==> src/rtl/core/ctpp_pkg.sv <==
// Shared types and constants for the tape pulse player.
// No dependencies; imported by every module of the block.
`default_nettype none

package ctpp_pkg;

   localparam int FIFO_DEPTH_DEFAULT = 16;

   localparam logic [9:0] CPS_RESET       = 10'd162;
   localparam logic [7:0] LEVEL_THRESHOLD = 8'd128;

   localparam int HEAD_BYTES = 4;

   typedef logic [1:0] cmd_type;

   localparam cmd_type CMD_RESTART = 2'd0;
   localparam cmd_type CMD_PUSH    = 2'd1;
   localparam cmd_type CMD_READ    = 2'd2;

   typedef struct packed {
      logic       clear;
      logic       push;
      logic [2:0] pop_cnt;
      logic [7:0] wdata;
   } fifo_ctl_type;

   typedef struct packed {
      logic                  full;
      logic [HEAD_BYTES-1:0] avail;   // avail[j]: at least j+1 bytes held
   } fifo_stat_type;

   typedef logic [HEAD_BYTES-1:0][7:0] head_type;

endpackage

`default_nettype wire

==> src/rtl/core/csw_tape_pulse_player_top.sv <==
// Top level of the run-length coded tape pulse player.
// Depends on ctpp_pkg, ctpp_fifo and ctpp_player.
`default_nettype none

// Plays back a run-length coded square-wave tape stream as a one-bit cassette
// level. Every request returns exactly one response, in order. Command 0
// restarts playback and empties the byte FIFO; command 1 pushes a coded byte
// (a full FIFO drops it and flags dropped); command 2 reads one level sample,
// adding cycles_elapsed to the sample clock. A read that needs a byte the
// FIFO does not hold answers level 1 with starved set. The first read after a
// restart takes a polarity byte; each exhausted pulse toggles the level and
// takes a length byte, or a zero byte followed by a 16-bit little-endian
// length. A request is registered on acceptance and resolved, once the
// response register is free or draining, by one pass of decode logic against
// the FIFO's four head bytes; while responses are taken, one request per cycle
// is sustained. Each response is registered in the output register behind
// rsp_valid, which holds a waiting response while the next request is taken.
// csr_wdata sets cycles_per_sample (reset 162) and should be written only
// while the block is idle. FIFO_DEPTH sets the number of buffered bytes (at
// least 4).
module csw_tape_pulse_player_top #(
   parameter int FIFO_DEPTH = ctpp_pkg::FIFO_DEPTH_DEFAULT
) (
   input  wire logic        clock,
   input  wire logic        reset,
   input  wire logic        req_valid,
   output logic             req_ready,
   input  wire logic [1:0]  req_cmd,
   input  wire logic [7:0]  req_tape_byte,
   input  wire logic [15:0] req_cycles_elapsed,
   output logic             rsp_valid,
   input  wire logic        rsp_ready,
   output logic             rsp_level,
   output logic             rsp_starved,
   output logic             rsp_dropped,
   input  wire logic        csr_we,
   input  wire logic [9:0]  csr_wdata
);
   import ctpp_pkg::*;

   // request register
   logic        s1_valid_ff;
   logic        s1_valid_in;
   cmd_type     s1_cmd_ff;
   logic [7:0]  s1_byte_ff;
   logic [15:0] s1_elapsed_ff;

   // response register
   logic        out_valid_ff;
   logic        out_valid_in;
   logic        out_level_ff;
   logic        out_starved_ff;
   logic        out_dropped_ff;

   logic          advance;
   logic          take;
   logic          res_level;
   logic          res_starved;
   logic          res_dropped;
   fifo_ctl_type  fifo_ctl;
   fifo_stat_type fifo_stat;
   head_type      fifo_head;

   // Advance the held request whenever the response slot is free or draining
   assign advance   = s1_valid_ff && (!out_valid_ff || rsp_ready);
   assign req_ready = !s1_valid_ff || advance;
   assign take      = req_valid && req_ready;

   assign s1_valid_in  = take || (s1_valid_ff && !advance);
   assign out_valid_in = advance || (out_valid_ff && !rsp_ready);

   always_ff @(posedge clock) begin
      if (reset) begin
         s1_valid_ff  <= 1'b0;
         out_valid_ff <= 1'b0;
      end else begin
         s1_valid_ff  <= s1_valid_in;
         out_valid_ff <= out_valid_in;
      end
   end

   // Capture the request payload on acceptance
   always_ff @(posedge clock) begin
      if (take) begin
         s1_cmd_ff     <= req_cmd;
         s1_byte_ff    <= req_tape_byte;
         s1_elapsed_ff <= req_cycles_elapsed;
      end
   end

   // Load the response as the request resolves; hold it while stalled
   always_ff @(posedge clock) begin
      if (advance) begin
         out_level_ff   <= res_level;
         out_starved_ff <= res_starved;
         out_dropped_ff <= res_dropped;
      end
   end

   ctpp_fifo #(
      .DEPTH (FIFO_DEPTH)
   ) u_fifo (
      .clock (clock),
      .reset (reset),
      .ctl   (fifo_ctl),
      .stat  (fifo_stat),
      .head  (fifo_head)
   );

   ctpp_player u_player (
      .clock          (clock),
      .reset          (reset),
      .fire           (advance),
      .cmd            (s1_cmd_ff),
      .tape_byte      (s1_byte_ff),
      .cycles_elapsed (s1_elapsed_ff),
      .csr_we         (csr_we),
      .csr_wdata      (csr_wdata),
      .stat           (fifo_stat),
      .head           (fifo_head),
      .ctl            (fifo_ctl),
      .level          (res_level),
      .starved        (res_starved),
      .dropped        (res_dropped)
   );

   assign rsp_valid   = out_valid_ff;
   assign rsp_level   = out_level_ff;
   assign rsp_starved = out_starved_ff;
   assign rsp_dropped = out_dropped_ff;

endmodule

`default_nettype wire

==> src/rtl/core/ctpp_fifo.sv <==
// Shifting byte FIFO with a four-byte head window for the tape pulse player.
// Depends on ctpp_pkg.
`default_nettype none

module ctpp_fifo #(
   parameter int DEPTH = ctpp_pkg::FIFO_DEPTH_DEFAULT
) (
   input  wire logic                   clock,
   input  wire logic                   reset,
   input  wire ctpp_pkg::fifo_ctl_type ctl,
   output ctpp_pkg::fifo_stat_type     stat,
   output ctpp_pkg::head_type          head
);
   import ctpp_pkg::*;

   localparam int CW = $clog2(DEPTH + 1);

   logic [7:0]    mem_ff [DEPTH];
   logic [7:0]    ext    [DEPTH + HEAD_BYTES];
   logic [7:0]    mem_in [DEPTH];
   logic [CW-1:0] count_ff;
   logic [CW-1:0] count_in;

   // Pad the tail so the shift window never leaves the array
   always_comb begin
      for (int i = 0; i < DEPTH; i++) begin
         ext[i] = mem_ff[i];
      end
      for (int i = DEPTH; i < DEPTH + HEAD_BYTES; i++) begin
         ext[i] = 8'd0;
      end
   end

   always_comb begin
      for (int i = 0; i < DEPTH; i++) begin
         case (ctl.pop_cnt)
            3'd1:    mem_in[i] = ext[i + 1];
            3'd2:    mem_in[i] = ext[i + 2];
            3'd3:    mem_in[i] = ext[i + 3];
            3'd4:    mem_in[i] = ext[i + 4];
            default: mem_in[i] = ext[i];
         endcase
         if (ctl.push && (count_ff == CW'(i))) begin
            mem_in[i] = ctl.wdata;
         end
      end
   end

   always_comb begin
      if (ctl.clear) begin
         count_in = '0;
      end else if (ctl.push) begin
         count_in = count_ff + CW'(1);
      end else begin
         count_in = count_ff - CW'(ctl.pop_cnt);
      end
   end

   always_ff @(posedge clock) begin
      for (int i = 0; i < DEPTH; i++) begin
         mem_ff[i] <= mem_in[i];
      end
   end

   always_ff @(posedge clock) begin
      if (reset) begin
         count_ff <= '0;
      end else begin
         count_ff <= count_in;
      end
   end

   always_comb begin
      for (int j = 0; j < HEAD_BYTES; j++) begin
         head[j]       = mem_ff[j];
         stat.avail[j] = (count_ff >= CW'(j + 1));
      end
      stat.full = (count_ff == CW'(DEPTH));
   end

endmodule

`default_nettype wire

==> src/rtl/core/ctpp_player.sv <==
// Pulse state and per-request decode for the tape pulse player.
// Depends on ctpp_pkg; drives the ctpp_fifo control struct.
`default_nettype none

module ctpp_player (
   input  wire logic                    clock,
   input  wire logic                    reset,
   input  wire logic                    fire,
   input  wire ctpp_pkg::cmd_type       cmd,
   input  wire logic [7:0]              tape_byte,
   input  wire logic [15:0]             cycles_elapsed,
   input  wire logic                    csr_we,
   input  wire logic [9:0]              csr_wdata,
   input  wire ctpp_pkg::fifo_stat_type stat,
   input  wire ctpp_pkg::head_type      head,
   output ctpp_pkg::fifo_ctl_type       ctl,
   output logic                         level,
   output logic                         starved,
   output logic                         dropped
);
   import ctpp_pkg::*;

   logic [9:0]  cps_ff;
   logic        first_ff,  first_in;
   logic        tlevel_ff, tlevel_in;
   logic [15:0] pulse_ff,  pulse_in;
   logic [15:0] acc_ff,    acc_in;

   logic [16:0] sum;
   logic        ok;
   logic        off;
   logic [1:0]  lo_idx;
   logic [1:0]  hi_idx;
   logic [7:0]  code;
   fifo_ctl_type ctl_v;

   always_comb begin
      first_in  = first_ff;
      tlevel_in = tlevel_ff;
      pulse_in  = pulse_ff;
      acc_in    = acc_ff;
      ctl_v     = '{clear: 1'b0, push: 1'b0, pop_cnt: 3'd0, wdata: tape_byte};
      ok        = 1'b1;
      off       = 1'b0;
      sum       = {1'b0, acc_ff} + {1'b0, cycles_elapsed};
      lo_idx    = 2'd1;
      hi_idx    = 2'd2;
      code      = head[0];
      level     = tlevel_ff;
      dropped   = 1'b0;

      case (cmd)
         CMD_RESTART: begin
            first_in    = 1'b1;
            ctl_v.clear = 1'b1;
         end
         CMD_PUSH: begin
            if (stat.full) begin
               dropped = 1'b1;
            end else begin
               ctl_v.push = 1'b1;
            end
         end
         CMD_READ: begin
            acc_in = sum[16] ? 16'hFFFF : sum[15:0];
            // first read after restart: polarity byte
            if (first_ff) begin
               pulse_in = '0;
               first_in = 1'b0;
               if (!stat.avail[0]) begin
                  ok = 1'b0;
               end else begin
                  acc_in    = '0;
                  tlevel_in = (head[0] > LEVEL_THRESHOLD);
                  off       = 1'b1;
               end
            end
            lo_idx = {1'b0, off} + 2'd1;
            hi_idx = {1'b0, off} + 2'd2;
            code   = off ? head[1] : head[0];
            // pulse ran out: toggle and fetch the next length
            if (ok && (pulse_in == '0)) begin
               tlevel_in     = ~tlevel_in;
               ctl_v.pop_cnt = {2'b0, off};
               if (!stat.avail[off]) begin
                  ok = 1'b0;
               end else if (code != 8'd0) begin
                  pulse_in      = {8'd0, code};
                  ctl_v.pop_cnt = {2'b0, off} + 3'd1;
               end else if (!stat.avail[lo_idx]) begin
                  ok            = 1'b0;
                  ctl_v.pop_cnt = {2'b0, off} + 3'd1;
               end else if (!stat.avail[hi_idx]) begin
                  ok            = 1'b0;
                  ctl_v.pop_cnt = {2'b0, off} + 3'd2;
               end else begin
                  pulse_in      = {head[hi_idx], head[lo_idx]};
                  ctl_v.pop_cnt = {2'b0, off} + 3'd3;
               end
            end else if (ok) begin
               ctl_v.pop_cnt = {2'b0, off};
            end else begin
               ctl_v.pop_cnt = 3'd0;
            end
            // one sample period elapsed: advance the pulse
            if (ok && (acc_in >= {6'd0, cps_ff})) begin
               if (acc_in >= {5'd0, cps_ff, 1'b0}) begin
                  acc_in = '0;
               end else begin
                  acc_in = acc_in - {6'd0, cps_ff};
               end
               if (pulse_in != '0) begin
                  pulse_in = pulse_in - 16'd1;
               end
            end
            level = ok ? tlevel_in : 1'b1;
         end
         default: begin
         end
      endcase

      starved = ~ok;
      ctl     = ctl_v;
      if (!fire) begin
         ctl.clear   = 1'b0;
         ctl.push    = 1'b0;
         ctl.pop_cnt = 3'd0;
      end
   end

   always_ff @(posedge clock) begin
      if (reset) begin
         cps_ff    <= CPS_RESET;
         first_ff  <= 1'b1;
         tlevel_ff <= 1'b0;
         pulse_ff  <= '0;
         acc_ff    <= '0;
      end else begin
         if (csr_we) begin
            cps_ff <= csr_wdata;
         end
         if (fire) begin
            first_ff  <= first_in;
            tlevel_ff <= tlevel_in;
            pulse_ff  <= pulse_in;
            acc_ff    <= acc_in;
         end
      end
   end

endmodule

`default_nettype wire
==> config.mk <==
export PLATFORM = sky130hd
export DESIGN_NAME = csw_tape_pulse_player_top
export DESIGN_NICKNAME = d
export VERILOG_FILES = /design/src/rtl/core/ctpp_pkg.sv /design/src/rtl/core/csw_tape_pulse_player_top.sv /design/src/rtl/core/ctpp_fifo.sv /design/src/rtl/core/ctpp_player.sv
export SDC_FILE = /design/constraint.sdc
export NUM_CORES = 1
export LEC_CHECK = 0
export ABC_AREA = 1
export BUFFER_PORTS_ARGS = -buffer_cell sky130_fd_sc_hd__buf_4
export CORE_ASPECT_RATIO = 1.25
export CORE_MARGIN = 4
export CORE_UTILIZATION = 60
export CTS_CLUSTER_DIAMETER = 50
export DETAILED_ROUTE_END_ITERATION = 8
export GPL_ROUTABILITY_DRIVEN = 0
export HOLD_SLACK_MARGIN = 0.03
export PLACE_DENSITY = 0.79
export SYNTH_ARGS = -nofsm -noshare
export SYNTH_HDL_FRONTEND = slang
export SYNTH_SLANG_ARGS = --single-unit
==> constraint.sdc <==
create_clock -name clock -period 4.9 [get_ports clock]
set_input_delay 0.245 -clock clock [delete_from_list [all_inputs] [get_ports clock]]
set_output_delay 0.245 -clock clock [all_outputs]
set_load 0.005 [all_outputs]
; Word level (Yosys, flattened, before mapping)
; Memories as Yosys holds them, arrays and structs flattened.
; Index checks and enable logic that the tools add are counted.
[word_totals]
mem_bits_rw = 128
rom_bits = 0
register_bits = 80
memories = 1
latchBits = 0
wordCells = 192
input_bits = 41
[classes]
shifts = 0
n_eq_ne = 22
muxes = 91
bitwise_logic = 2
addsub = 10
reduce_logical = 42
div = 0
magnitude_cmp = 10
n_mul = 0
[memory_table]
columns = name, depth, word_bits, read_ports, rd_clocked_by_memory_dff, wr, line_no
row1 = u_fifo.mem_ff, 16, 8, 16, 0, 16, ctpp_fifo.sv:18  ; logic [7:0] mem_ff [DEPTH];
[ops]
columns = op, count
row1 = 8-bit one-hot mux with 4 select lines, 13
row2 = 16-bit 2-to-1 mux, 16
row3 = 8-bit 2-to-1 mux, 20
row4 = "5-bit by 4-bit == test with 1-bit output, second input constant", 8
row5 = 8-bit binary-select mux with 2-bit select, 2
row6 = 1-bit 2-to-1 mux, 27
row7 = 8-bit one-hot mux with 3 select lines, 1
row8 = 1-bit logical AND, 22
row9 = "5-bit by 3-bit == test with 1-bit output, second input constant", 4
row10 = 3-bit 2-to-1 mux, 6
row11 = 16-bit by 16-bit adder with 17-bit output, 1
row12 = 16-bit by 10-bit greater-or-equal comparator with 1-bit output, 1
row13 = 16-bit by 11-bit greater-or-equal comparator with 1-bit output, 1
row14 = 16-bit logical NOT, 1
row15 = 8-bit one-hot mux with 2 select lines, 1
row16 = 16-bit nonzero test, 1
row17 = "16-bit by 1-bit subtractor with 16-bit output, second input constant", 1
row18 = 16-bit by 10-bit subtractor with 16-bit output, 1
row19 = "5-bit by 2-bit == test with 1-bit output, second input constant", 2
row20 = "5-bit by 2-bit greater-or-equal comparator with 1-bit output, second input constant", 2
row21 = 5-bit 2-to-1 mux, 2
row22 = "8-bit > comparator, second input constant", 1
row23 = 8-bit nonzero test, 1
row24 = "1-bit by 2-bit adder with 3-bit output, second input constant", 2
row25 = 27 further kinds, 40

; Depth between registers and ports, before layout
[logic_depth]
word_depth = 18
depth_mapped = 28
mapped_depth_nobuf = 26

; By module
; Synthesis repeated with hierarchy kept, for this count alone.
[hier_totals]
hier_cells = 2638
area_unflattened_um2 = 17154.0
[modules_own_cells]
columns = mod, seq_area_each_um2, cells_per_inst, area_per_inst_um2, n_inst
row1 = ctpp_fifo, 3943.8, 1610, 10492.6, 1
row2 = ctpp_player, 880.8, 987, 5699.2, 1
row3 = csw_tape_pulse_player_top, 910.9, 41, 962.2, 1

; Least setup slack after synthesis
; OpenSTA, ideal clock, no wires.
[synth_path]
kind = register -> register
from = reg s1_elapsed_ff[0]
to = reg u_player.acc_ff[0]
arrival_ns = 3.948
setup_time_ns = 0.071
path_buffers = 2
stages_incl_launch_ff = 24
path_slack_ns = 0.881
period_less_slack_ns = 4.019
path_cell_list = edfxtp_1 -> ha_1 -> fa_1 -> nand2_1 -> o21ai_1 -> nand2_1 -> nand2_1 -> a21oi_2 -> buf_2 -> inv_1 -> o21ai_0 -> ha_1 -> inv_1 -> fa_1 -> a31oi_1 -> nand3_1 -> nor2_1 -> nand2_1 -> nand2_2 -> inv_2 -> buf_2 -> a21oi_4 -> nand3_1 -> a21oi_1
[synth_between]
elab_chain_len = 8
[synth_rtl]
columns = item, line_no
row1 = "start, declared", csw_tape_pulse_player_top.sv:46  ; logic [15:0] s1_elapsed_ff;
row2 = "start signal, assigned", csw_tape_pulse_player_top.sv:87  ; s1_elapsed_ff <= req_cycles_elapsed;
row3 = 16-bit by 16-bit adder with 17-bit output *, ctpp_player.sv:45  ; sum = {1'b0, acc_ff} + {1'b0, cycles_elapsed};
row4 = 16-bit 2-to-1 mux *, ctpp_player.sv:65  ; acc_in = sum[16] ? 16'hFFFF : sum[15:0];
row5 = 16-bit 2-to-1 mux, ctpp_player.sv:70  ; if (!stat.avail[0]) begin
row6 = 16-bit 2-to-1 mux *, ctpp_player.sv:67  ; if (first_ff) begin
row7 = 16-bit 2-to-1 mux *, ctpp_player.sv:52  ; case (cmd)
row8 = "16-bit by 10-bit subtractor with 16-bit output, or another cell as far along", ctpp_player.sv:110  ; acc_in = acc_in - {6'd0, cps_ff};
row9 = 16-bit 2-to-1 mux / 1-bit logical AND (equally long branches), "ctpp_player.sv:107, ctpp_player.sv:106"
row10 = 16-bit 2-to-1 mux *, ctpp_player.sv:106  ; if (ok && (acc_in >= {6'd0, cps_ff})) begin
row11 = "end signal, assigned", ctpp_player.sv:146  ; acc_ff <= acc_in;
row12 = "end, declared", ctpp_player.sv:27  ; logic [15:0] acc_ff, acc_in;
; Every way passes the cells marked *; elsewhere a longest branch is shown, timed or not. The select of a mux whose other input is x is not followed.
; A chain may end at the register's enable or synchronous reset.

; Worst setup path in the final report
[layout_path]
from = reg s1_elapsed_ff[0]
to = reg u_player.acc_ff[15]
; Same word-level chain as after synthesis.

==> impl_results.md <==
* Layout cells sized above 1 at 0.07581
* Synth top area share at 0.3259
* Place WS at slightly above 0.5 ns
* Starting Density at 0.6097
* Placed cell area at about 0.015 sq mm
* Final Hold Viols at 0
* Max-slew violations at 0
* Cell Rows at 63
* Most frequent CP cell: nand2_1
* YS warnings at 0
* Final cell count without fillers at 2,330
* Cell area after synthesis at 0.01447 sq mm
* Gate power share at 0.131
* Final period util at 0.9060
* Slew margin rel. at 0.2497
* Net count, final at between 2,000 and 2,500
* CP Cell Sequence: ha_1, fa_1, nand2_1, o21ai_1, nand2_1, nand2_1, a21oi_2, buf_4, a21oi_1, ha_1, nand2_1, o21ai_0, nand2_1, o211ai_1, a31oi_1, nand3_1, nor2_1, nand2_1, nand2_2, inv_2, nand3_1, o21ai_0, nand2_1, a21oi_1
* CTS max path bufs at 3
* Cts hold-fix bufs at 45
* Hold WC Path Type: input pin to register
* Largest net degree at the start of global routing at 113
* Worst endpoint required time at between 5 and 6 ns
* Net Sw Frac at 0.2746
* Post-synth top flop: edfxtp_1
* Final instance area at approximately 0.016 sq mm
* Post-CTS Setup Bufs at 0
* Pleak at 0.007278 uW
* Area Overhead vs Synth at 12.01%
* Post-synth cell types at 51
* 1st-iter DRT viols at ~1,500
* CP Data Arrival Time at about 4.9 ns
* Clk sinks at ~210
* Vias per cell at about 6.1
* Die Wd at ~150 um
* Placed cells at around 2,200
* Mapped Cells at 1,948
* Sw Pwr at approximately 1200 uW
* Startpoint types: register
* Antenna violations before repair at 0
* Via count at roughly 14,000
* # diodes at 0
* Clock Power Share at 0.431
* Clock transition at path regs at roughly 0.060 ns
* Largest cells by area after synthesis: edfxtp_1, nand2_1, dfxtp_1, inv_1, o22ai_1
* Internal at 3207 uW
* Outcome: finished clean
* CTS tree: done
* Share of power burned in registers at 0.438
* Gr usage total at 0.3066
* Slowest library cell on the worst path: inv_2
* Worst Skew at approximately 0.023 ns
* Syn avg cell area at approximately 7.4 sq um
* Core ar. at approximately 0.024 sq mm
* # resized after CTS at 0
* DRC viols at 0
* Htree depth at 1
* Vias in the first global route at around 14,000
* DP HPWL at about 30,000 um
* DR WL/cell at about 18 um
* Root Buffer Master: clkbuf_16
* Setup-failing EPs final at 0
* Post-synth EDFFs at 157
* Worst IR drop on VDD at 0.4015 mV
* IO Count at between 40 and 50
* Worst Tran Pin Value at approximately 1.1 ns
* Fin Setup TNS at 0 ns
* CP Capture Type: register
* Critical path peak fanout at 31
* Sequential fraction of the synthesis area at 0.3965
* Critical path class: register to register
* Clk Latency, worst-skew pair at around 0.56 ns
* CTS Buf Count at 27
* Drt first pass iters at 7
* Syn_nets at approximately 2,000
* Die area at between 0.02 and 0.03 sq mm
* Clock period minus worst slack at between 4 and 5 ns
* Max-Cap Viols at 0
* Area leader, netlist: edfxtp_1
* Overflow after GRT at 0
* Synth Register Bits at ~210
* RSZ-0062 raised after global routing: false
* First-pass GRT wire length at around 68,000 um
* Die Height at 181.6 um
* Port buffer count at 45
* Post-synth ARST share at 0
* Final WL at between 40,000 and 50,000 um
* Final setup margin at roughly 0.46 ns
* Pwr dens at around 270 mW/mm^2
* Peak Freq at 225.3 MHz
* Antenna Violating Nets Remaining at 0
* Highest cell delay on the worst timing path at about 0.44 ns
## metal layers
layer  vias up  track usage  share of wire
met2       739       0.5604           0.51
met3       176      0.03320          0.061
met1      6465       0.3442           0.36
met4         0       0.1755          0.063
met5         -            0              0
li1       6785            -              -
## cell usage after synthesis, drive strengths merged (16+ instances only)
master    n
nand2   322
inv     282
nor2    246
o22ai   168
o21ai   167
edfxtp  157
a21oi   123
nand3   106
clkbuf   56
nor3     53
dfxtp    51
ha       46
buf      42
nand4    18
o31ai    17
a211oi   16
## metrics by stage
stage / power, uW / hold WS, ns / util
2_1_floorplan: 2357 / 0.3439 / -
3_3_place_gp: 2497 / 0.4230 / 0.6281
3_5_place_dp: 2509 / 0.4245 / 0.6281
4_1_cts: 4426 / 0.1088 / 0.6830
5_1_grt: 4585 / 0.1215 / 0.6830
6_report: 4421 / 0.1265 / 0.6830
## path summary, 6_finish.rpt
| kind | depth (start not counted) | end | from | slack, ns |
|---|---|---|---|---|
| min | 2 | s1_valid_ff$_SDFF_PP0_ | reset | 0.13 |
| min reg2reg | 2 | u_player.acc_ff[0]$_SDFFE_PP0P_ | u_player.acc_ff[0]$_SDFFE_PP0P_ | 0.48 |
| max reg2reg | 24 | u_player.acc_ff[15]$_SDFFE_PP0P_ | s1_elapsed_ff[0]$_DFFE_PP_ | 0.46 |
| max | 24 | u_player.acc_ff[15]$_SDFFE_PP0P_ | s1_elapsed_ff[0]$_DFFE_PP_ | 0.46 |
## cell families after synthesis
logic type                 Yosys count  share of synthesized area
xor gates and xnor gates            23                    0.01393
buffers and inverters              384                     0.1082
DFF                                208                     0.3965
AOI/OAI and AO/OA                  514                     0.2074
and+or+nand+nor                    770                     0.2301
adders and majority gates           49                    0.04394
## registers in the layout, summed over array words and instances (netlist names)
| register | cells |
|---|---|
| rsp_dropped | 1 |
| rsp_level | 1 |
| rsp_starved | 1 |
| rsp_valid | 1 |
| s1_byte_ff | 8 |
| s1_cmd_ff | 2 |
| s1_elapsed_ff | 16 |
| s1_valid_ff | 1 |
| u_fifo.count_ff | 5 |
| u_fifo.mem_ff | 128 |
| u_player.acc_ff | 16 |
| u_player.cps_ff | 10 |
| u_player.first_ff | 1 |
| u_player.pulse_ff | 16 |
| u_player.tlevel_ff | 1 |
## cell type report
| class | instances | area [sq um] |
|---|---|---|
| fill | 1956 | 7522 |
| inverter | 286 | 1079 |
| sequential | 208 | 5736 |
| clock buffer | 29 | 683.2 |
| timing repair buffer | 106 | 958.4 |
| clock inverter | 20 | 168.9 |
| tap | 325 | 406.6 |
| multi-input combinational | 1356 | 7173 |
## power by group through the flow
stage,Combinational (uW),Sequential [uW],Clock (uW)
final,579,1940,1900
after global routing,643,1940,2000
after CTS,569,1940,1920
after detailed placement,536,1970,0
after global placement,525,1970,0
after floorplan,392,1960,0
## layout by cell type, fill, tap and decap left out, types with 8 or more instances in the layout
master | synthesis | routed
ha_1 | 46 | 46
inv_1 | 272 | 272
a21oi_1 | 119 | 119
nand3_1 | 104 | 104
xnor2_1 | 8 | 8
o21ai_1 | 31 | 31
inv_2 | 8 | 9
nand4_1 | 18 | 18
dlygate4sd3_1 | 0 | 45
clkinv_1 | 4 | 9
buf_4 | 9 | 57
dfxtp_1 | 51 | 51
clkbuf_16 | 0 | 27
o21ai_0 | 135 | 135
o31ai_1 | 17 | 17
nor3_1 | 53 | 53
nor2_1 | 239 | 238
a211oi_1 | 16 | 16
nand2_1 | 310 | 310
edfxtp_1 | 157 | 157
nor4_1 | 12 | 12
xor2_1 | 15 | 15
o22ai_1 | 161 | 161
## critical path, delay by kind of cell, from the launching register on
| family | cells | cell delay [ns] |
|---|---|---|
| AO/OA/AOI/OAI | 8 | 1.24 |
| adder cells (fa/ha/maj) | 3 | 1.04 |
| AND/OR/NAND/NOR | 11 | 1.04 |
| buffers and inverters | 2 | 0.65 |
| flip-flops | 1 | 0.37 |
No activity file was read; power rests on OpenSTA's default activity.
